<file path="config.mk">
export PLATFORM = sky130hd
export DESIGN_NAME = bli_dp
export DESIGN_NICKNAME = d
export VERILOG_FILES = /design/src/bli_pkg.sv /design/src/bli_dp.sv
export VERILOG_INCLUDE_DIRS = /design/src /design/src/src
export SDC_FILE = /design/constraint.sdc
export NUM_CORES = 2
export LEC_CHECK = 0
export BUFFER_PORTS_ARGS = -buffer_cell sky130_fd_sc_hd__clkbuf_2
export CAP_MARGIN = 30
export CORE_AREA = 5 5 425 427
export CTS_CLUSTER_SIZE = 10
export DETAILED_ROUTE_END_ITERATION = 10
export DIE_AREA = 0 0 430 432
export PLACE_DENSITY = 0.56
export SYNTH_ARGS = -nofsm -noshare
export SYNTH_HDL_FRONTEND = slang
export SYNTH_SLANG_ARGS = --single-unit
export TNS_END_PERCENT = 5
</file>
<file path="constraint.sdc">
create_clock -name clk -period 28.9 [get_ports clk]
set_clock_uncertainty 0.15 [all_clocks]
set_input_delay 5.78 -clock clk [delete_from_list [all_inputs] [get_ports clk]]
set_output_delay 5.78 -clock clk [all_outputs]
set_load 0.05 [all_outputs]
</file>
<file path="src/breakpoint_linear_interpolator_macros.svh">
// assertion macros shared by the interpolator rtl
`ifndef BREAKPOINT_LINEAR_INTERPOLATOR_MACROS_SVH
`define BREAKPOINT_LINEAR_INTERPOLATOR_MACROS_SVH

// same-cycle implication, checked out of reset
`define BLI_ASSERT_IMPL(lbl, clk_s, rstn_s, ante, cons, msg) \
  lbl: assert property (@(posedge clk_s) disable iff (!rstn_s) (ante) |-> (cons)) \
    else $error(msg);

// next-cycle implication, checked out of reset
`define BLI_ASSERT_NEXT(lbl, clk_s, rstn_s, ante, cons, msg) \
  lbl: assert property (@(posedge clk_s) disable iff (!rstn_s) (ante) |=> (cons)) \
    else $error(msg);

`endif

</file>
<file path="src/bli_pkg.sv">
// shared types, constants and microcode table of the breakpoint interpolator
`timescale 1ns / 1ps
package bli_pkg;

  localparam int DATA_W          = 32;
  localparam int IDX_W           = 6;
  localparam int CFG_W           = 7;
  localparam int STAT_W          = 2;
  localparam int DEF_TABLE_DEPTH = 64;
  localparam int DIV_STEPS       = DATA_W;
  localparam int CNT_W           = $clog2(DIV_STEPS);

  localparam logic KIND_WRITE = 1'b0;
  localparam logic KIND_QUERY = 1'b1;

  localparam logic [STAT_W-1:0] ST_INTERP = 2'd0;
  localparam logic [STAT_W-1:0] ST_LOW    = 2'd1;
  localparam logic [STAT_W-1:0] ST_HIGH   = 2'd2;
  localparam logic [STAT_W-1:0] ST_FAULT  = 2'd3;

  typedef enum logic [3:0] {
    S_IDLE,
    S_FIRST,
    S_LASTCHK,
    S_SCAN,
    S_ADV,
    S_NOINT,
    S_SETUP,
    S_MUL,
    S_DIVINIT,
    S_DIV,
    S_INTERP,
    S_LOW,
    S_HIGH,
    S_ZERO,
    S_EMIT
  } step_t;

  typedef enum logic [3:0] {
    OP_NOP,
    OP_LD_PREV,
    OP_LD_CUR,
    OP_ADVANCE,
    OP_SETUP,
    OP_MUL,
    OP_DIVINIT,
    OP_DIVSTEP,
    OP_R_INTERP,
    OP_R_LOW,
    OP_R_HIGH,
    OP_R_NOINT,
    OP_R_ZERO,
    OP_EMIT
  } op_t;

  typedef enum logic [1:0] {
    RS_ZERO,
    RS_LAST,
    RS_KP1,
    RS_KP2
  } rsel_t;

  typedef enum logic [3:0] {
    C_ALWAYS,
    C_START,
    C_LE,
    C_GE,
    C_HIT,
    C_MORE,
    C_WZERO,
    C_DIVDONE,
    C_OFREE
  } cond_t;

  typedef struct packed {
    op_t   op;
    rsel_t rsel;
    cond_t cond;
    step_t target;
    logic  hold;
  } ctrl_t;

  typedef struct packed {
    logic start;
    logic le;
    logic ge;
    logic hit;
    logic more;
    logic wzero;
    logic div_done;
    logic ofree;
  } flags_t;

  typedef struct packed {
    logic [DATA_W-1:0] tm;
    logic [DATA_W-1:0] amp;
  } entry_t;

  function automatic ctrl_t mk_word(op_t op, rsel_t rs, cond_t c, step_t tgt, logic hold);
    ctrl_t w;
    w.op     = op;
    w.rsel   = rs;
    w.cond   = c;
    w.target = tgt;
    w.hold   = hold;
    return w;
  endfunction

  // control store: on a true condition jump to target, else hold or step on
  function automatic ctrl_t ucode(step_t s);
    ctrl_t w;
    unique case (s)
      S_IDLE:    w = mk_word(OP_NOP,      RS_ZERO, C_START,   S_FIRST, 1'b1);
      S_FIRST:   w = mk_word(OP_LD_PREV,  RS_LAST, C_LE,      S_LOW,   1'b0);
      S_LASTCHK: w = mk_word(OP_LD_CUR,   RS_KP1,  C_GE,      S_HIGH,  1'b0);
      S_SCAN:    w = mk_word(OP_LD_CUR,   RS_ZERO, C_HIT,     S_SETUP, 1'b0);
      S_ADV:     w = mk_word(OP_ADVANCE,  RS_KP2,  C_MORE,    S_SCAN,  1'b0);
      S_NOINT:   w = mk_word(OP_R_NOINT,  RS_ZERO, C_ALWAYS,  S_EMIT,  1'b0);
      S_SETUP:   w = mk_word(OP_SETUP,    RS_ZERO, C_ALWAYS,  S_MUL,   1'b0);
      S_MUL:     w = mk_word(OP_MUL,      RS_ZERO, C_WZERO,   S_ZERO,  1'b0);
      S_DIVINIT: w = mk_word(OP_DIVINIT,  RS_ZERO, C_ALWAYS,  S_DIV,   1'b0);
      S_DIV:     w = mk_word(OP_DIVSTEP,  RS_ZERO, C_DIVDONE, S_INTERP, 1'b1);
      S_INTERP:  w = mk_word(OP_R_INTERP, RS_ZERO, C_ALWAYS,  S_EMIT,  1'b0);
      S_LOW:     w = mk_word(OP_R_LOW,    RS_ZERO, C_ALWAYS,  S_EMIT,  1'b0);
      S_HIGH:    w = mk_word(OP_R_HIGH,   RS_ZERO, C_ALWAYS,  S_EMIT,  1'b0);
      S_ZERO:    w = mk_word(OP_R_ZERO,   RS_ZERO, C_ALWAYS,  S_EMIT,  1'b0);
      S_EMIT:    w = mk_word(OP_EMIT,     RS_ZERO, C_OFREE,   S_IDLE,  1'b1);
      default:   w = mk_word(OP_NOP,      RS_ZERO, C_ALWAYS,  S_IDLE,  1'b0);
    endcase
    return w;
  endfunction

endpackage

</file>
<file path="src/bli_dp.sv">
// interpolation datapath: scan registers, multiplier, restoring divider, output register
`timescale 1ns / 1ps
`include "breakpoint_linear_interpolator_macros.svh"
module bli_dp import bli_pkg::*; #(
  parameter int TABLE_DEPTH = DEF_TABLE_DEPTH,
  localparam int AW = $clog2(TABLE_DEPTH)
) (
  input  logic                     clk,
  input  logic                     rst_n,
  input  ctrl_t                    cw,
  input  logic                     in_accept,
  input  logic                     in_kind,
  input  logic [IDX_W-1:0]         in_entry_index,
  input  logic [DATA_W-1:0]        in_time_value,
  input  logic signed [DATA_W-1:0] in_amp_value,
  input  logic                     cfg_we,
  input  logic [CFG_W-1:0]         cfg_wdata,
  input  logic                     out_stall,
  output flags_t                   flags,
  output logic                     mem_we,
  output logic [AW-1:0]            mem_waddr,
  output entry_t                   mem_wdata,
  output logic [AW-1:0]            mem_raddr,
  input  entry_t                   mem_rdata,
  output logic                     out_valid,
  output logic signed [DATA_W-1:0] out_amplitude_out,
  output logic [STAT_W-1:0]        out_status
);

  localparam int MW = (CFG_W > AW + 1) ? CFG_W : AW + 1;
  localparam int PW = 2 * DATA_W;
  localparam logic [MW-1:0] DEPTH_M = MW'(TABLE_DEPTH);

  logic [CFG_W-1:0]  cfg_r;
  logic [DATA_W-1:0] tq_r;
  logic [AW-1:0]     k_r;
  entry_t            prev_r;
  entry_t            cur_r;
  logic [DATA_W-1:0] width_r;
  logic [DATA_W-1:0] offset_r;
  logic [DATA_W-1:0] mag_r;
  logic              neg_r;
  logic [PW-1:0]     prod_r;
  logic [DATA_W-1:0] rem_r;
  logic [DATA_W-1:0] quo_r;
  logic [CNT_W-1:0]  cnt_r;
  logic [DATA_W-1:0] res_r;
  logic [STAT_W-1:0] stat_r;
  logic              out_valid_r;
  logic              out_valid_nxt;
  logic [DATA_W-1:0] out_amp_r;
  logic [STAT_W-1:0] out_stat_r;

  logic [MW-1:0]     pu_ext;
  logic [MW-1:0]     n_pts;
  logic [AW-1:0]     last_idx;
  logic [AW-1:0]     kp1;
  logic [AW-1:0]     kp2;
  logic [DATA_W:0]   delta;
  logic [DATA_W:0]   delta_mag;
  logic [DATA_W+1:0] trial;
  logic              div_ge;
  logic [DATA_W-1:0] res_interp;
  logic              ofree;
  logic              emit_go;

  // clamp of the point count to 1..depth
  always_comb begin
    pu_ext = MW'(cfg_r);
    if (pu_ext == '0) begin
      n_pts = MW'(1);
    end else if (pu_ext > DEPTH_M) begin
      n_pts = DEPTH_M;
    end else begin
      n_pts = pu_ext;
    end
    last_idx = AW'(n_pts - MW'(1));
    kp1      = k_r + AW'(1);
    kp2      = k_r + AW'(2);
  end

  always_comb begin
    case (cw.rsel)
      RS_ZERO: mem_raddr = '0;
      RS_LAST: mem_raddr = last_idx;
      RS_KP1:  mem_raddr = kp1;
      RS_KP2:  mem_raddr = kp2;
      default: mem_raddr = '0;
    endcase
  end

  always_comb begin
    mem_we        = in_accept && (in_kind == KIND_WRITE) && (MW'(in_entry_index) < DEPTH_M);
    mem_waddr     = AW'(in_entry_index);
    mem_wdata.tm  = in_time_value;
    mem_wdata.amp = in_amp_value;
  end

  always_comb begin
    delta      = {cur_r.amp[DATA_W-1], cur_r.amp} - {prev_r.amp[DATA_W-1], prev_r.amp};
    delta_mag  = delta[DATA_W] ? ((DATA_W+1)'(0) - delta) : delta;
    trial      = {1'b0, rem_r, quo_r[DATA_W-1]} - {2'b00, width_r};
    div_ge     = !trial[DATA_W+1];
    res_interp = neg_r ? (prev_r.amp - quo_r) : (prev_r.amp + quo_r);
    ofree      = !out_valid_r || !out_stall;
    emit_go    = (cw.op == OP_EMIT) && ofree;
  end

  always_comb begin
    flags.start    = in_accept && (in_kind == KIND_QUERY);
    flags.le       = tq_r <= mem_rdata.tm;
    flags.ge       = tq_r >= mem_rdata.tm;
    flags.hit      = (prev_r.tm <= tq_r) && (tq_r <= mem_rdata.tm);
    flags.more     = (MW'(k_r) + MW'(2)) < n_pts;
    flags.wzero    = width_r == '0;
    flags.div_done = cnt_r == CNT_W'(DIV_STEPS - 1);
    flags.ofree    = ofree;
  end

  always_ff @(posedge clk) begin
    if (in_accept) begin
      tq_r <= in_time_value;
      k_r  <= '0;
    end
    case (cw.op)
      OP_LD_PREV: prev_r <= mem_rdata;
      OP_LD_CUR:  cur_r  <= mem_rdata;
      OP_ADVANCE: begin
        prev_r <= cur_r;
        k_r    <= kp1;
      end
      OP_SETUP: begin
        width_r  <= cur_r.tm - prev_r.tm;
        offset_r <= tq_r - prev_r.tm;
        mag_r    <= delta_mag[DATA_W-1:0];
        neg_r    <= delta[DATA_W];
      end
      OP_MUL: prod_r <= PW'(mag_r) * PW'(offset_r);
      OP_DIVINIT: begin
        rem_r <= prod_r[PW-1:DATA_W];
        quo_r <= prod_r[DATA_W-1:0];
        cnt_r <= '0;
      end
      OP_DIVSTEP: begin
        rem_r <= div_ge ? trial[DATA_W-1:0] : {rem_r[DATA_W-2:0], quo_r[DATA_W-1]};
        quo_r <= {quo_r[DATA_W-2:0], div_ge};
        cnt_r <= cnt_r + CNT_W'(1);
      end
      OP_R_INTERP: begin
        res_r  <= res_interp;
        stat_r <= ST_INTERP;
      end
      OP_R_LOW: begin
        res_r  <= prev_r.amp;
        stat_r <= ST_LOW;
      end
      OP_R_HIGH: begin
        res_r  <= cur_r.amp;
        stat_r <= ST_HIGH;
      end
      OP_R_NOINT: begin
        res_r  <= '0;
        stat_r <= ST_FAULT;
      end
      OP_R_ZERO: begin
        res_r  <= prev_r.amp;
        stat_r <= ST_FAULT;
      end
      default: ;
    endcase
    if (emit_go) begin
      out_amp_r  <= res_r;
      out_stat_r <= stat_r;
    end
  end

  assign out_valid_nxt = emit_go || (out_valid_r && out_stall);

  always_ff @(posedge clk) begin
    if (!rst_n) begin
      cfg_r       <= CFG_W'(1);
      out_valid_r <= 1'b0;
    end else begin
      if (cfg_we) begin
        cfg_r <= cfg_wdata;
      end
      out_valid_r <= out_valid_nxt;
    end
  end

  assign out_valid         = out_valid_r;
  assign out_amplitude_out = out_amp_r;
  assign out_status        = out_stat_r;

  `BLI_ASSERT_IMPL(a_div_rem_below, clk, rst_n, cw.op == OP_DIVSTEP, rem_r < width_r, "divider remainder not below divisor")
  `BLI_ASSERT_IMPL(a_scan_in_range, clk, rst_n, cw.op == OP_ADVANCE, (MW'(k_r) + MW'(1)) < n_pts, "scan ran past the last breakpoint")
  `BLI_ASSERT_IMPL(a_word_from_emit, clk, rst_n, $rose(out_valid_r), $past(cw.op == OP_EMIT), "result word appeared outside the emit step")

endmodule

</file>
==> results.json <==
{
  "drtIter0Drc": 2446,
  "synthesis.nets": 7795,
  "rrSetupSlack_ns": 19.73,
  "synth_compound_area_share_pct": 8.52,
  "critical_path.max_fanout": 3,
  "fmax_ghz": 0.0685,
  "mostFrequentLayoutCell": "inv_1",
  "cts_root_buf": "clkbuf_16",
  "slew_headroom_pct": 35.0,
  "yosysWarnings": 0,
  "reg2reg_depth": 25,
  "required_ns": 22.97,
  "ant_nets": 0,
  "dr.pass1.iters": 6,
  "synth_cell_types": 89,
  "drive_above_1_share_pct": 6.56,
  "initial_core_util_pct": 34.8,
  "r2r-end": "prod_r[63]",
  "cts_hold_buf": 0,
  "finalCritPeriodShare_pct": 50.5,
  "grt_max_degree": 94,
  "core_mm2": 0.176,
  "min_period_ns": 14.60,
  "grt.overflow.total": 0,
  "gp_congestion": 0.880,
  "grt_pass1_vias": 45575,
  "synth_top_area_cell": "fa_1",
  "vias": 42799,
  "insertion_delay_ns": 0.64,
  "htree_levels": 2,
  "finalHoldViolCount": 0,
  "syn2layout_area_growth_pct": 7.61,
  "synth.area.top_cells": "fa_1, edfxtp_1, ha_1",
  "via_per_inst": 4.97,
  "wl_mm": 159,
  "cts-resized-gates": 0,
  "io_pins": 282,
  "ys.flop_type": "edfxtp_1",
  "synth_edf_count": 464,
  "die_area_mm2": 0.186,
  "min_from": "res_r[20]",
  "hold_path_depth": 0,
  "status": "finished, final reports clean",
  "grt_pass1_wl_mm": 256,
  "avgSynthCellArea_um2": 9.76,
  "syn_inst": 6266,
  "synth_top_area_share_pct": 29.5,
  "nets": 7789,
  "drv_cap": 0,
  "async_reset_ff_share_pct": 0,
  "avgRoutedWirePerCell_um": 18.5,
  "cts_max_path_buffers": 3,
  "timing_max_transition_violations_final": 0,
  "numClockSinks": 472,
  "numPortBuffers": 196,
  "setup_viol": 0,
  "yosysSeqAreaShare_pct": 23.0,
  "tightest_slew_ns": 0.975,
  "worstHoldPathType": "register to register",
  "cts_tree": "yes",
  "regToRegStartpoint": "offset_r[2]",
  "dieHeight_um": 432,
  "synthMuxAreaShare_pct": 1.18,
  "start_kind": "primary input",
  "worstSetupPathType": "primary input to output port",
  "cts_inserted_buffers": 54,
  "synth_xor_area_share_pct": 3.71,
  "grt_usage_pct": 17.2,
  "end_kind": "output port",
  "syn-cell-area_mm2": 0.0612,
  "holdPathEnd": "out_amplitude_out[20]",
  "synth_top_family_by_area": "adder cells",
  "path_clk_slew_ns": 0.06,
  "dp_hpwl_mm": 121,
  "route.detailed.drc": 0,
  "rows": 154,
  "final_cell_mix": "inv_1, fa_1, nand2_1",
  "setup_tns_ns": 0,
  "synthAdderAreaFrac_pct": 39.0,
  "synth_seq_cells": 472,
  "postCtsSetupBuffers": 0,
  "antenna_found_initial": 2,
  "cp.arrival_ns": 8.67,
  "yosys.area_share.simple_pct": 15.4,
  "rsz0062_at_grt": "false",
  "die_w_um": 430
}
## stage by stage
step	hold slack, ns	util (%)	instances	worst slack (ns)	cell area [um2]
global route	0.279	37.5	8618	14.13	65800
detailed placement	0.255	36.6	8544	14.21	64300
CTS	0.269	37.5	8618	14.20	65800
finish	0.269	37.5	8619	14.30	65800
global placement	0.256	36.5	8539	14.18	64200
floorplan	0.250	-	6266	14.60	61200
## cell usage after synthesis (24+ instances only)
cell      instances
fa_1            901
xor2_1           81
edfxtp_1        464
nand3_1          46
nand2_1         719
mux2i_1          42
inv_1          1066
o21ai_0         211
and3_1           34
nand2b_1         36
xnor2_1         178
clkbuf_1        261
a21oi_1         219
nor2b_1          44
ha_1            466
nand4_1          30
and2_1          633
a22oi_1          26
nor2_1          176
o21a_1           43
buf_4            72
a31oi_1          40
mux2_2           27
o21bai_1         24
nor3_1           61
a21o_1          116
## cell families after synthesis
kind of cell / count (synthesis)
flip-flops: 472
adder cells (fa/ha/maj): 1367
XOR/XNOR: 259
AO/OA/AOI/OAI: 823
multiplexers: 69
AND/OR/NAND/NOR: 1863
buffers and inverters: 1413
## critical path: stages
cell	delay, ns
clkbuf_2	0.10
inv_1	0.05
ha_1	0.30
nor2b_1	0.13
o21a_1	0.16
o21a_1	0.16
o21a_1	0.16
o21a_1	0.15
o21ai_0	0.19
a21oi_1	0.13
o21ai_0	0.37
nand2_1	0.12
a221o_1	0.35
a22oi_1	0.20
clkbuf_2	0.31
## registers in the layout, summed over array words and instances (netlist names), 32 cells and up
| signal | flops |
|---|---|
| cur_r | 64 |
| mag_r | 32 |
| offset_r | 32 |
| out_amplitude_out | 32 |
| prev_r | 64 |
| prod_r | 64 |
| quo_r | 32 |
| rem_r | 32 |
| res_r | 32 |
| tq_r | 32 |
| width_r | 32 |
## how the worst max path moves through the flow
stage / start / cells after the start / slack [ns] / endpoint
3_3_place_gp: mem_rdata[33] / 15 / 14.18 / flags[4]
2_1_floorplan: mem_rdata[33] / 13 / 14.60 / flags[4]
4_1_cts: mem_rdata[33] / 15 / 14.20 / flags[4]
6_report: mem_rdata[33] / 15 / 14.30 / flags[4]
5_1_grt: mem_rdata[33] / 15 / 14.13 / flags[4]
3_5_place_dp: mem_rdata[33] / 15 / 14.21 / flags[4]
## metal layers
metal | wire length [um] | track usage, % | up-vias
met5 | 0 | 0 | -
met4 | 3870 | 4.02 | 0
met3 | 7650 | 1.89 | 202
met2 | 75100 | 29.1 | 1023
met1 | 72700 | 23.7 | 21680
li1 | - | - | 19894
## final cells by class
type                    instances  area, um2
flip-flops and latches        472      14100
repair buffers                283       1730
inverters                    1068       4010
multi-input cells            4381      41600
clock inverters                 6       71.3
diodes                          1       2.50
well taps                    2340       2930
clock buffers                  68       1430
fillers                     17622     110000
Power is left out: the tool's default activity adds up to more than one toggle a clock period on the data nets, which glitch-free logic cannot reach.
