--- config.mk ---
export PLATFORM = sky130hd
export DESIGN_NAME = bli_ctrl
export DESIGN_NICKNAME = d
export VERILOG_FILES = /design/src/bli_pkg.sv /design/src/bli_ctrl.sv
export VERILOG_INCLUDE_DIRS = /design/src /design/src/src
export SDC_FILE = /design/constraint.sdc
export NUM_CORES = 1
export LEC_CHECK = 0
export ABC_CLOCK_PERIOD_IN_PS = 3650
export BUFFER_PORTS_ARGS = -buffer_cell sky130_fd_sc_hd__buf_2
export CORE_ASPECT_RATIO = 1.25
export CORE_MARGIN = 4
export CORE_UTILIZATION = 23
export DETAILED_ROUTE_END_ITERATION = 8
export GPL_TIMING_DRIVEN = 0
export REMOVE_ABC_BUFFERS = 1
export SLEW_MARGIN = 30
export SYNTH_ARGS = -nofsm -noshare
export SYNTH_HDL_FRONTEND = slang
export SYNTH_SLANG_ARGS = --single-unit
--- constraint.sdc ---
create_clock -name clk -period 3.65 [get_ports clk]
set_input_delay 0.73 -clock clk [delete_from_list [all_inputs] [get_ports clk]]
set_output_delay 0.73 -clock clk [all_outputs]
set_load 0.02 [all_outputs]
--- src/breakpoint_linear_interpolator_macros.svh ---
// assertion macros shared by the interpolator rtl
`ifndef BREAKPOINT_LINEAR_INTERPOLATOR_MACROS_SVH
`define BREAKPOINT_LINEAR_INTERPOLATOR_MACROS_SVH

// same-cycle implication, checked out of reset
`define BLI_ASSERT_IMPL(lbl, clk_s, rstn_s, ante, cons, msg) \
  lbl: assert property (@(posedge clk_s) disable iff (!rstn_s) (ante) |-> (cons)) \
    else $error(msg);

// next-cycle implication, checked out of reset
`define BLI_ASSERT_NEXT(lbl, clk_s, rstn_s, ante, cons, msg) \
  lbl: assert property (@(posedge clk_s) disable iff (!rstn_s) (ante) |=> (cons)) \
    else $error(msg);

`endif

--- src/bli_pkg.sv ---
// shared types, constants and microcode table of the breakpoint interpolator
`timescale 1ns / 1ps
package bli_pkg;

  localparam int DATA_W          = 32;
  localparam int IDX_W           = 6;
  localparam int CFG_W           = 7;
  localparam int STAT_W          = 2;
  localparam int DEF_TABLE_DEPTH = 64;
  localparam int DIV_STEPS       = DATA_W;
  localparam int CNT_W           = $clog2(DIV_STEPS);

  localparam logic KIND_WRITE = 1'b0;
  localparam logic KIND_QUERY = 1'b1;

  localparam logic [STAT_W-1:0] ST_INTERP = 2'd0;
  localparam logic [STAT_W-1:0] ST_LOW    = 2'd1;
  localparam logic [STAT_W-1:0] ST_HIGH   = 2'd2;
  localparam logic [STAT_W-1:0] ST_FAULT  = 2'd3;

  typedef enum logic [3:0] {
    S_IDLE,
    S_FIRST,
    S_LASTCHK,
    S_SCAN,
    S_ADV,
    S_NOINT,
    S_SETUP,
    S_MUL,
    S_DIVINIT,
    S_DIV,
    S_INTERP,
    S_LOW,
    S_HIGH,
    S_ZERO,
    S_EMIT
  } step_t;

  typedef enum logic [3:0] {
    OP_NOP,
    OP_LD_PREV,
    OP_LD_CUR,
    OP_ADVANCE,
    OP_SETUP,
    OP_MUL,
    OP_DIVINIT,
    OP_DIVSTEP,
    OP_R_INTERP,
    OP_R_LOW,
    OP_R_HIGH,
    OP_R_NOINT,
    OP_R_ZERO,
    OP_EMIT
  } op_t;

  typedef enum logic [1:0] {
    RS_ZERO,
    RS_LAST,
    RS_KP1,
    RS_KP2
  } rsel_t;

  typedef enum logic [3:0] {
    C_ALWAYS,
    C_START,
    C_LE,
    C_GE,
    C_HIT,
    C_MORE,
    C_WZERO,
    C_DIVDONE,
    C_OFREE
  } cond_t;

  typedef struct packed {
    op_t   op;
    rsel_t rsel;
    cond_t cond;
    step_t target;
    logic  hold;
  } ctrl_t;

  typedef struct packed {
    logic start;
    logic le;
    logic ge;
    logic hit;
    logic more;
    logic wzero;
    logic div_done;
    logic ofree;
  } flags_t;

  typedef struct packed {
    logic [DATA_W-1:0] tm;
    logic [DATA_W-1:0] amp;
  } entry_t;

  function automatic ctrl_t mk_word(op_t op, rsel_t rs, cond_t c, step_t tgt, logic hold);
    ctrl_t w;
    w.op     = op;
    w.rsel   = rs;
    w.cond   = c;
    w.target = tgt;
    w.hold   = hold;
    return w;
  endfunction

  // control store: on a true condition jump to target, else hold or step on
  function automatic ctrl_t ucode(step_t s);
    ctrl_t w;
    unique case (s)
      S_IDLE:    w = mk_word(OP_NOP,      RS_ZERO, C_START,   S_FIRST, 1'b1);
      S_FIRST:   w = mk_word(OP_LD_PREV,  RS_LAST, C_LE,      S_LOW,   1'b0);
      S_LASTCHK: w = mk_word(OP_LD_CUR,   RS_KP1,  C_GE,      S_HIGH,  1'b0);
      S_SCAN:    w = mk_word(OP_LD_CUR,   RS_ZERO, C_HIT,     S_SETUP, 1'b0);
      S_ADV:     w = mk_word(OP_ADVANCE,  RS_KP2,  C_MORE,    S_SCAN,  1'b0);
      S_NOINT:   w = mk_word(OP_R_NOINT,  RS_ZERO, C_ALWAYS,  S_EMIT,  1'b0);
      S_SETUP:   w = mk_word(OP_SETUP,    RS_ZERO, C_ALWAYS,  S_MUL,   1'b0);
      S_MUL:     w = mk_word(OP_MUL,      RS_ZERO, C_WZERO,   S_ZERO,  1'b0);
      S_DIVINIT: w = mk_word(OP_DIVINIT,  RS_ZERO, C_ALWAYS,  S_DIV,   1'b0);
      S_DIV:     w = mk_word(OP_DIVSTEP,  RS_ZERO, C_DIVDONE, S_INTERP, 1'b1);
      S_INTERP:  w = mk_word(OP_R_INTERP, RS_ZERO, C_ALWAYS,  S_EMIT,  1'b0);
      S_LOW:     w = mk_word(OP_R_LOW,    RS_ZERO, C_ALWAYS,  S_EMIT,  1'b0);
      S_HIGH:    w = mk_word(OP_R_HIGH,   RS_ZERO, C_ALWAYS,  S_EMIT,  1'b0);
      S_ZERO:    w = mk_word(OP_R_ZERO,   RS_ZERO, C_ALWAYS,  S_EMIT,  1'b0);
      S_EMIT:    w = mk_word(OP_EMIT,     RS_ZERO, C_OFREE,   S_IDLE,  1'b1);
      default:   w = mk_word(OP_NOP,      RS_ZERO, C_ALWAYS,  S_IDLE,  1'b0);
    endcase
    return w;
  endfunction

endpackage

--- src/bli_ctrl.sv ---
// microcode sequencer: step counter, control store lookup and jump logic
`timescale 1ns / 1ps
`include "breakpoint_linear_interpolator_macros.svh"
module bli_ctrl import bli_pkg::*; (
  input  logic   clk,
  input  logic   rst_n,
  input  flags_t flags,
  output ctrl_t  cw,
  output step_t  pc
);

  step_t pc_r;
  step_t pc_nxt;
  logic  take;

  always_ff @(posedge clk) begin
    if (!rst_n) begin
      pc_r <= S_IDLE;
    end else begin
      pc_r <= pc_nxt;
    end
  end

  // next step
  always_comb begin
    unique case (cw.cond)
      C_ALWAYS:  take = 1'b1;
      C_START:   take = flags.start;
      C_LE:      take = flags.le;
      C_GE:      take = flags.ge;
      C_HIT:     take = flags.hit;
      C_MORE:    take = flags.more;
      C_WZERO:   take = flags.wzero;
      C_DIVDONE: take = flags.div_done;
      C_OFREE:   take = flags.ofree;
      default:   take = 1'b0;
    endcase
    if (take) begin
      pc_nxt = cw.target;
    end else if (cw.hold) begin
      pc_nxt = pc_r;
    end else begin
      pc_nxt = step_t'(pc_r + 4'd1);
    end
  end

  // control word decode
  always_comb begin
    cw = ucode(pc_r);
    pc = pc_r;
  end

  `BLI_ASSERT_NEXT(a_query_enters_program, clk, rst_n, flags.start, pc_r == S_FIRST, "query did not start the program")
  `BLI_ASSERT_IMPL(a_idle_waits, clk, rst_n, (pc_r == S_IDLE) && !flags.start, pc_nxt == S_IDLE, "sequencer left idle without a query")
  `BLI_ASSERT_NEXT(a_emit_returns, clk, rst_n, (pc_r == S_EMIT) && flags.ofree, pc_r == S_IDLE, "emit step did not return to idle")

endmodule

==> results of run 1 <==
[synthesized netlist by cell type (3+ instances only)]
cell type	count	area share (%)
a21oi_1	7	2.7
dfxtp_1	19	29
ha_1	11	11
inv_1	7	2.0
mux2i_1	11	8.5
nand2_1	12	3.5
nand2b_1	7	3.4
nand3_1	3	1.2
nor2_1	10	2.9
o21ai_0	3	1.2
o21ai_1	10	3.9
xnor2_1	3	2.0
[worst paths after layout]
check             slack (ns)  cells past startpoint    end  startpoint
setup / recovery        0.75                     10  cw[4]    flags[3]
hold / removal          0.61                      2  pc[1]       cw[2]
setup reg to reg        0.76                      9  cw[4]       cw[7]
hold reg to reg         0.61                      2  pc[1]       cw[2]
[cell families (layout without fill, tap and decap cells)]
| kind of cell | count (synthesis) | count (layout) | synth area share (%) |
|---|---|---|---|
| XOR/XNOR | 4 | 4 | 2.71 |
| AO/OA/AOI/OAI | 36 | 36 | 21.3 |
| buffers and inverters | 13 | 39 | 5.14 |
| multiplexers | 14 | 14 | 11.9 |
| AND/OR/NAND/NOR | 44 | 44 | 18.8 |
| flip-flops | 19 | 19 | 29.5 |
| adder cells (fa/ha/maj) | 11 | 11 | 10.7 |
[state kept, by name, indices dropped and copies added, names as in the netlist]
| register | flops |
|---|---|
| cw | 15 |
| pc | 4 |
[where the power goes]
group          internal [W]  switching (W)  total, W
combinational      0.000383       0.000567  0.000949
clock             0.0000761      0.0000743  0.000150
sequential         0.000298      0.0000787  0.000377
[per-layer routing]
metal / global-route usage [%] / up-vias / wire length [microns]
met4: 5.34 / 0 / 79
met5: 0 / - / 0
met2: 15.4 / 29 / 1540
met3: 0.439 / 5 / 162
li1: - / 555 / -
met1: 10.2 / 490 / 1250
[critical path, cell delays in order]
cell,delay (ns)
buf_2,0.08
mux2i_1,0.08
a32oi_2,0.32
nand3_2,0.35
mux2i_1,0.23
nor2_1,0.36
inv_1,0.18
ha_1,0.38
nor3_1,0.23
o31ai_1,0.09
[stage by stage]
stage	hold slack (ns)	std cells	setup slack, ns	power, W	util [%]
after floorplan	0.655	135	0.938	0.00109	-
after global placement	0.606	227	0.489	0.00132	27.0
after detailed placement	0.597	227	0.465	0.00134	27.2
after CTS	0.615	231	0.736	0.00149	28.0
after global routing	0.684	231	0.545	0.00160	28.1
final	0.614	231	0.746	0.00148	28.1
[final cells by class]
class | instances | share of cell area [%]
repair buffers | 28 | 9.17
clock inverters | 1 | 0.327
flip-flops and latches | 19 | 24.9
well taps | 64 | 5.24
clock buffers | 3 | 2.70
inverters | 7 | 1.72
multi-input cells | 109 | 56.0
==> summary.md, run 1 <==
| Metric | Value |
|---|---|
| Starting Density | `23.7%` |
| Kind of critical path | `in -> reg` |
| Fin. Hold Viols | `0` |
| Tmin final | `2.90 ns` |
| Clock latency at the later pin of the worst-skew pair | `between 0.2 and 0.3 ns` |
| Min-Delay Path Class | `reg -> reg` |
| Post-synth EDFFs | `0` |
| Vias in the first global route | `between 1k and 1.5k` |
| Crit path launch type | `input port` |
| Most frequent cells in the layout | `buf_2, dfxtp_1, nand2_1, mux2i_1, ha_1` |
| Max Clock Freq | `344 MHz` |
| Via Count | `1079` |
| Clock Skews | `0.00831 ns` |
| Critical Path RT | `about 3.8 ns` |
| GRT Util Overall | `8.83%` |
| Asr flop ratio synth | `0%` |
| Commonest non-fill, non-tap cell in the layout | `buf_2` |
| Synthesized area | `1290 sq um` |
| Syn avg cell area | `9.16 sq um` |
| Vias/cell | `4.67` |
| Top_reg_cell synth | `dfxtp_1` |
| DRC errors left | `0` |
| Leakage power | `0.702 nW` |
| Clock H-tree levels | `1` |
| Hold Buf Count CTS | `0` |
| Final #Nets | `189` |
| Share of cells above drive strength 1 | `26.3%` |
| Full die area | `6880 sq um` |
| Initial antenna violation count | `0` |
| Area grow syn2layout | `18.4%` |
| Ports | `29` |
| Area of the multi-input gates | `856 sq um` |
| Clock Path Buffers | `2` |
| Post-CTS resize count | `0` |
| Final HPWL DP | `2330 microns` |
| Post-route cell area | `roughly 1500 sq um` |
| Worst vdd ir | `0.209 mV` |
| Final setup vio count | `0` |
| Post-route ant nets | `0` |
| Root buffer cell | `clkbuf_8` |
| Relative slew slack | `54.3%` |
| GP Congestion | `~0.83` |
| CTS Buf Count | `3` |
| Sequential-to-total area share from yosys stat | `29.5%` |
| YS warnings | `0` |
| Iteration count of the initial detailed-routing pass | `4` |
| Library cells used by synthesis | `45` |
| Syn Inst Count | `141` |
| Slew @ Worst Pin | `0.672 ns` |
| Clock transition at path regs | `0.08 ns` |
| Sink Count | `19` |
| Power Density | `966 nW/um^2` |
| Post-CTS Setup Bufs | `0` |
| Fin. max-slew vios | `0` |
| Status | `completed` |
| Gr ovfl total | `0` |
| Total wire length | `about 3000 microns` |
| First-pass GRT wire length | `4740 microns` |
| Storage cell area | `380 sq um` |
| Max-Cap Viols | `0` |
| CTS tree | `built` |
| Core Area | `5440 sq um` |
| DIE HEIGHT | `approximately 90 microns` |
| Arr. time, crit path | `3.03 ns` |
| ANT cells | `0` |
| Largest net degree at the start of global routing | `24` |
| Crit share post-route | `79.6%` |
| Horiz. Die Dim | `roughly 75 microns` |
| Filler Cell Count | `568` |
| Iter 0 DRT Violations | `66` |
| Row count | `30` |
| Nature of the critical path endpoint | `register` |
| Dpl cell area | `1480 sq um` |
| Fin Setup TNS | `0 ns` |
| WL/cell | `between 10 and 15 microns` |
| Worst Path Max Fanout | `13` |
| RSZ-0062 raised after global routing | `false` |
| I/O Buffers | `28` |
| Seq cells post-synth | `19` |
(Power assumes the default switching activity.)
==> run 2, diff against run 1 <==
--- a/config.mk
+++ b/config.mk
@@ -6,7 +6,7 @@
 export SDC_FILE = /design/constraint.sdc
 export NUM_CORES = 1
 export LEC_CHECK = 0
-export ABC_CLOCK_PERIOD_IN_PS = 3650
+export ABC_CLOCK_PERIOD_IN_PS = 2850
 export BUFFER_PORTS_ARGS = -buffer_cell sky130_fd_sc_hd__buf_2
 export CORE_ASPECT_RATIO = 1.25
 export CORE_MARGIN = 4
==> constraint.sdc (replaced) <==
create_clock -name clk -period 2.85 [get_ports clk]
set_input_delay 0.57 -clock clk [delete_from_list [all_inputs] [get_ports clk]]
set_output_delay 0.57 -clock clk [all_outputs]
set_load 0.02 [all_outputs]
==> summary.md, run 2 (synthesized netlist as in run 1, its figures left out) <==
| Metric | Value |
|---|---|
| Status | `completed` |
| Nature of the critical path endpoint | `register` |
| Cell Count Post-Placement | `between 200 and 250` |
| Min-Delay Path Class | `reg -> reg` |
| Worst vdd ir | `between 0.2 and 0.3 mV` |
| RSZ-0062 raised after global routing | `false` |
| Slew @ Worst Pin | `between 0.6 and 0.7 ns` |
| Fin. max-slew vios | `0` |
| Final setup vio count | `0` |
| Number of flip-flops in the largest register | `15` |
| Critical-path cell list | `mux2i_1 -> a32oi_2 -> nand3_4 -> mux2i_1 -> nor2_2 -> inv_1 -> ha_1 -> nor3_1 -> o31ai_1` |
| Core Area | `5440 sq um` |
| Clock Path Buffers | `2` |
| Fin Setup TNS | `0 ns` |
| Row count | `30` |
| Cell family contributing the most delay on the critical path | `simple AND/OR/NAND/NOR gates` |
| First-pass GRT wire length | `4770 microns` |
| Post-route ant nets | `0` |
| CTS Buf Count | `3` |
| Max-Cap Viols | `0` |
| Leakage power | `0.704 nW` |
| Final #Nets | `about 190` |
| CTS tree | `built` |
| Full die area | `6880 sq um` |
| ANT cells | `0` |
| Share of cells above drive strength 1 | `27.5%` |
| Relative slew slack | `54.4%` |
| Critical Path RT | `2.98 ns` |
| Worst path slowest cell | `dfxtp_1` |
| Sink Count | `19` |
| Clock transition at path regs | `0.07 ns` |
| Filler Cell Count | `566` |
| Crit path launch type | `register` |
| Total wire length | `around 3000 microns` |
| Fin. Hold Viols | `0` |
| Power Density | `1240 nW/um^2` |
| Final Instance Count excl. Fillers | `231` |
| Critical path origin | `cw[5]` |
| Most frequent cells in the layout | `buf_2, dfxtp_1, nand2_1, mux2i_1, ha_1` |
| Clock H-tree levels | `1` |
| DIE HEIGHT | `91.8 microns` |
| Max Clock Freq | `380 MHz` |
| I/O Buffers | `28` |
| Worst hold path endpoint | `pc[1]` |
| WL/cell | `13.1 microns` |
| HP Start | `cw[2]` |
| Tmin final | `2.63 ns` |
| Iteration count of the initial detailed-routing pass | `4` |
| Commonest non-fill, non-tap cell in the layout | `buf_2` |
| Worst Path Max Fanout | `13` |
| Arr. time, crit path | `2.76 ns` |
| Worst hold path cell count | `2` |
| Horiz. Die Dim | `75.0 microns` |
| Largest net degree at the start of global routing | `24` |
| Reg-to-Reg Start | `cw[5]` |
| Vias in the first global route | `between 1k and 1.5k` |
| Starting Density | `23.7%` |
| Kind of critical path | `reg -> reg` |
| Via Count | `~1.1k` |
| Gr ovfl total | `0` |
| Clock Skews | `around 0.0071 ns` |
| GRT Util Overall | `8.87%` |
| Root buffer cell | `clkbuf_8` |
| Iter 0 DRT Violations | `70` |
| Crit path largest cell delay | `0.45 ns` |
| FF-to-FF End | `cw[4]` |
| GP Congestion | `~0.83` |
| Final HPWL DP | `around 2300 microns` |
| DRC errors left | `0` |
| Ports | `29` |
| Crit share post-route | `about 92%` |
| Vias/cell | `4.71` |
| Area grow syn2layout | `19.5%` |
| Top cell by count, worst path | `mux2i_1` |
| R2R depth | `9` |
| Reg2reg setup slack | `between 0.2 and 0.25 ns` |
| Initial antenna violation count | `0` |
| Clock latency at the later pin of the worst-skew pair | `between 0.2 and 0.3 ns` |
| Crit path buf inv count | `1` |
-- run 2: cell counts in the layout (fill, tap and decap cells not counted) --
No cell type changed its count.
-- run 2: where the power goes --
| group | internal (W) | leakage, nW | switching, W |
|---|---|---|---|
| registers | 0.000382 | 0.158 | 0.000103 |
| clock network | 0.0000975 | 0.0255 | 0.0000943 |
| logic | 0.000498 | 0.520 | 0.000734 |
-- run 2: worst min-delay path, delay by kind of cell (launching register included) --
family / cells / cell delay, ns
compound gates: 1 / 0.13
flops: 1 / 0.37
simple gates: 1 / 0.09
-- run 2: routing by layer --
metal	track usage, %	part of all wire, %
met1	10.2	42
met2	15.5	51
met3	0.439	4.4
met4	5.34	2.6
met5	0	0
-- run 2: worst max-delay path by stage --
stage | depth (start not counted) | to
floorplan | 9 | cw[4]
global placement | 10 | cw[4]
detailed placement | 10 | cw[4]
CTS | 9 | cw[4]
global route | 9 | cw[4]
finish | 9 | cw[4]
-- run 2: final cells by class --
| class | instances | area [sq um] | area share (%) |
|---|---|---|---|
| multi-input combinational | 109 | 870 | 56.4 |
| timing repair buffer | 28 | 140 | 9.08 |
| clock inverter | 1 | 5.00 | 0.324 |
| inverter | 7 | 26.3 | 1.70 |
| clock buffer | 3 | 41.3 | 2.68 |
| tap | 64 | 80.1 | 5.19 |
| sequential | 19 | 380 | 24.7 |
-- run 2: per-stage QoR --
step / hold WS, ns / worst slack (ns) / instance area, sq um / total power [W] / util, %
5_1_grt: 0.685 / 0.0143 / 1540 / 0.00207 / 28.3
3_3_place_gp: 0.606 / -0.151 / 1470 / 0.00168 / 27.0
2_1_floorplan: 0.655 / 0.296 / 1250 / 0.00139 / -
3_5_place_dp: 0.597 / -0.175 / 1480 / 0.00171 / 27.2
4_1_cts: 0.614 / 0.0363 / 1530 / 0.00192 / 28.2
6_report: 0.617 / 0.215 / 1540 / 0.00191 / 28.3
-- run 2: timing repair --
item | in CTS | in global routing
buffers inserted | 0 | 0
setup endpoints to repair | 2 | 7
gates resized for setup | 1 | 2
hold buffers | 0 | 0
pin swaps | 0 | 1
==> run 3, diff against run 2 <==
--- a/config.mk
+++ b/config.mk
@@ -13,6 +13,7 @@
 export CORE_UTILIZATION = 23
 export DETAILED_ROUTE_END_ITERATION = 8
 export GPL_TIMING_DRIVEN = 0
+export RECOVER_POWER = 50
 export REMOVE_ABC_BUFFERS = 1
 export SLEW_MARGIN = 30
 export SYNTH_ARGS = -nofsm -noshare
==> constraint.sdc (replaced) <==
create_clock -name clk -period 2.85 [get_ports clk]
set_input_delay 0.7125 -clock clk [delete_from_list [all_inputs] [get_ports clk]]
set_output_delay 0.7125 -clock clk [all_outputs]
set_load 0.02 [all_outputs]
==> summary.md, run 3 (synthesized netlist as in run 1, its figures left out) <==
| Metric | Value |
|---|---|
| Clock Skews | `0.00737 ns` |
| Power Density | `1240 nW/um^2` |
| Kind of critical path | `in -> reg` |
| WL/cell | `13.1 microns` |
| Crit path largest cell delay | `0.37 ns` |
| Nature of the critical path endpoint | `register` |
| Status | `completed` |
| Clock H-tree levels | `1` |
| Iter 0 DRT Violations | `67` |
| Tmin final | `approximately 2.7 ns` |
| Total wire length | `slightly above 3000 microns` |
| Crit path launch type | `input port` |
| Worst path slowest cell | `ha_1` |
| Crit share post-route | `93.4%` |
| Worst setup margin | `around 0.19 ns` |
| Min-Delay Path Class | `reg -> reg` |
| Post-route ant nets | `0` |
| Net Sw Frac | `49.6%` |
| Full die area | `6880 sq um` |
| Vias/cell | `4.69` |
| ANT cells | `0` |
| GRT Util Overall | `8.87%` |
| Fin Setup TNS | `0 ns` |
| Starting Density | `23.7%` |
| Comb power frac | `64.0%` |
| Clock latency at the later pin of the worst-skew pair | `0.26 ns` |
| DIE HEIGHT | `~92 microns` |
| Ports | `29` |
| Iteration count of the initial detailed-routing pass | `4` |
| Clock network fraction of total power | `slightly above 10%` |
| RSZ-0062 raised after global routing | `false` |
| Fin. max-slew vios | `0` |
| Root buffer cell | `clkbuf_8` |
| Share of cells above drive strength 1 | `16.2%` |
| Worst Path Max Fanout | `13` |
| P_sw | `0.000933 W` |
| Clock transition at path regs | `roughly 0.08 ns` |
| Power Total | `between 0.0015 and 0.002 W` |
| Area grow syn2layout | `17.6%` |
| Worst vdd ir | `between 0.2 and 0.3 mV` |
| Final setup vio count | `0` |
| Pint | `0.000950 W` |
| Vias in the first global route | `between 1k and 1.5k` |
| Core Area | `about 5400 sq um` |
| Critical Path RT | `2.98 ns` |
| Horiz. Die Dim | `75.0 microns` |
| Sink Count | `19` |
| Hold Buf Count CTS | `0` |
| CTS Buf Count | `3` |
| Reg power frac | `roughly a quarter` |
| Arr. time, crit path | `2.79 ns` |
| Hold Worst Slack | `0.621 ns` |
| Number of flip-flops in the largest register | `15` |
| Fin. Hold Viols | `0` |
| Slew @ Worst Pin | `0.668 ns` |
| Clock Path Buffers | `2` |
| Critical-path cell list | `buf_2 -> mux2i_1 -> a32oi_2 -> nand3_4 -> mux2i_1 -> nor2_2 -> inv_1 -> ha_1 -> nor3_1 -> o31ai_1` |
| Filler Cell Count | `around 570` |
| DRC errors left | `0` |
| I/O Buffers | `28` |
| Relative slew slack | `54.5%` |
| Top cell by count, worst path | `mux2i_1` |
| Final #Nets | `189` |
| Pre-CTS setup slack | `-0.318 ns` |
| GP Congestion | `around 0.83` |
| Max-Cap Viols | `0` |
| Gr ovfl total | `0` |
| Max Clock Freq | `376 MHz` |
| Initial antenna violation count | `0` |
| Via Count | `~1.1k` |
| Most frequent cells in the layout | `dfxtp_1, clkbuf_1, nand2_1, mux2i_1, ha_1` |
| Row count | `30` |
| Largest net degree at the start of global routing | `24` |
| Final HPWL DP | `about 2300 microns` |
| Leakage power | `0.638 nW` |
| CTS tree | `built` |
| Post-layout util | `27.9%` |
| First-pass GRT wire length | `4770 microns` |
[run 3: path summary, 6_finish.rpt]
| path | from | endpoint | slack (ns) | depth (start not counted) |
|---|---|---|---|---|
| worst max-delay path | flags[3] | cw[4] | 0.19 | 10 |
| worst min-delay path | cw[2] | pc[1] | 0.62 | 2 |
| worst max register to register | cw[5] | cw[4] | 0.21 | 9 |
| worst min register to register | cw[2] | pc[1] | 0.62 | 2 |
[run 3: repair_timing]
action                     CTS  global route
setup buffers                0             0
setup endpoints to repair    2             7
gates resized for setup      1             2
pin swaps                    0             1
gates cloned                 0             0
[run 3: power by group through the flow]
stage	sequential, W	combinational (W)	clock [W]
after floorplan	0.000605	0.000784	0
after global placement	0.000490	0.00119	0
after detailed placement	0.000490	0.00122	0
after CTS	0.000485	0.00123	0.000197
after global routing	0.000507	0.00133	0.000202
final	0.000486	0.00120	0.000192
[run 3: per-stage QoR]
step | std cells | cell area (sq um)
global placement | 227 | 1470
detailed placement | 227 | 1480
finish | 231 | 1520
CTS | 231 | 1530
global route | 231 | 1520
floorplan | 135 | 1250
[run 3: final cells by class]
| cell class | instances | area (sq um) | share of cell area, % |
|---|---|---|---|
| well taps | 64 | 80.1 | 5.27 |
| inverters | 7 | 26.3 | 1.73 |
| clock buffers | 3 | 41.3 | 2.72 |
| clock inverters | 1 | 5.00 | 0.329 |
| repair buffers | 28 | 116 | 7.66 |
| flip-flops and latches | 19 | 380 | 25.0 |
| multi-input cells | 109 | 870 | 57.2 |
[run 3: per-layer routing]
layer / up-vias / part of all wire, % / track usage [%] / wire length (microns)
met5: - / 0 / 0 / 0
met4: 0 / 2.6 / 5.34 / 79
met3: 5 / 4.7 / 0.439 / 143
met2: 25 / 51 / 15.5 / 1550
met1: 496 / 42 / 10.2 / 1260
li1: 558 / - / - / -
[run 3: worst max-delay path, delay by kind of cell]
family	cells	cell delay, ns
AOI/OAI and AO/OA	2	0.44
buffers and inverters	2	0.23
and+or+nand+nor	3	0.74
muxes	2	0.28
adders and majority gates	1	0.37
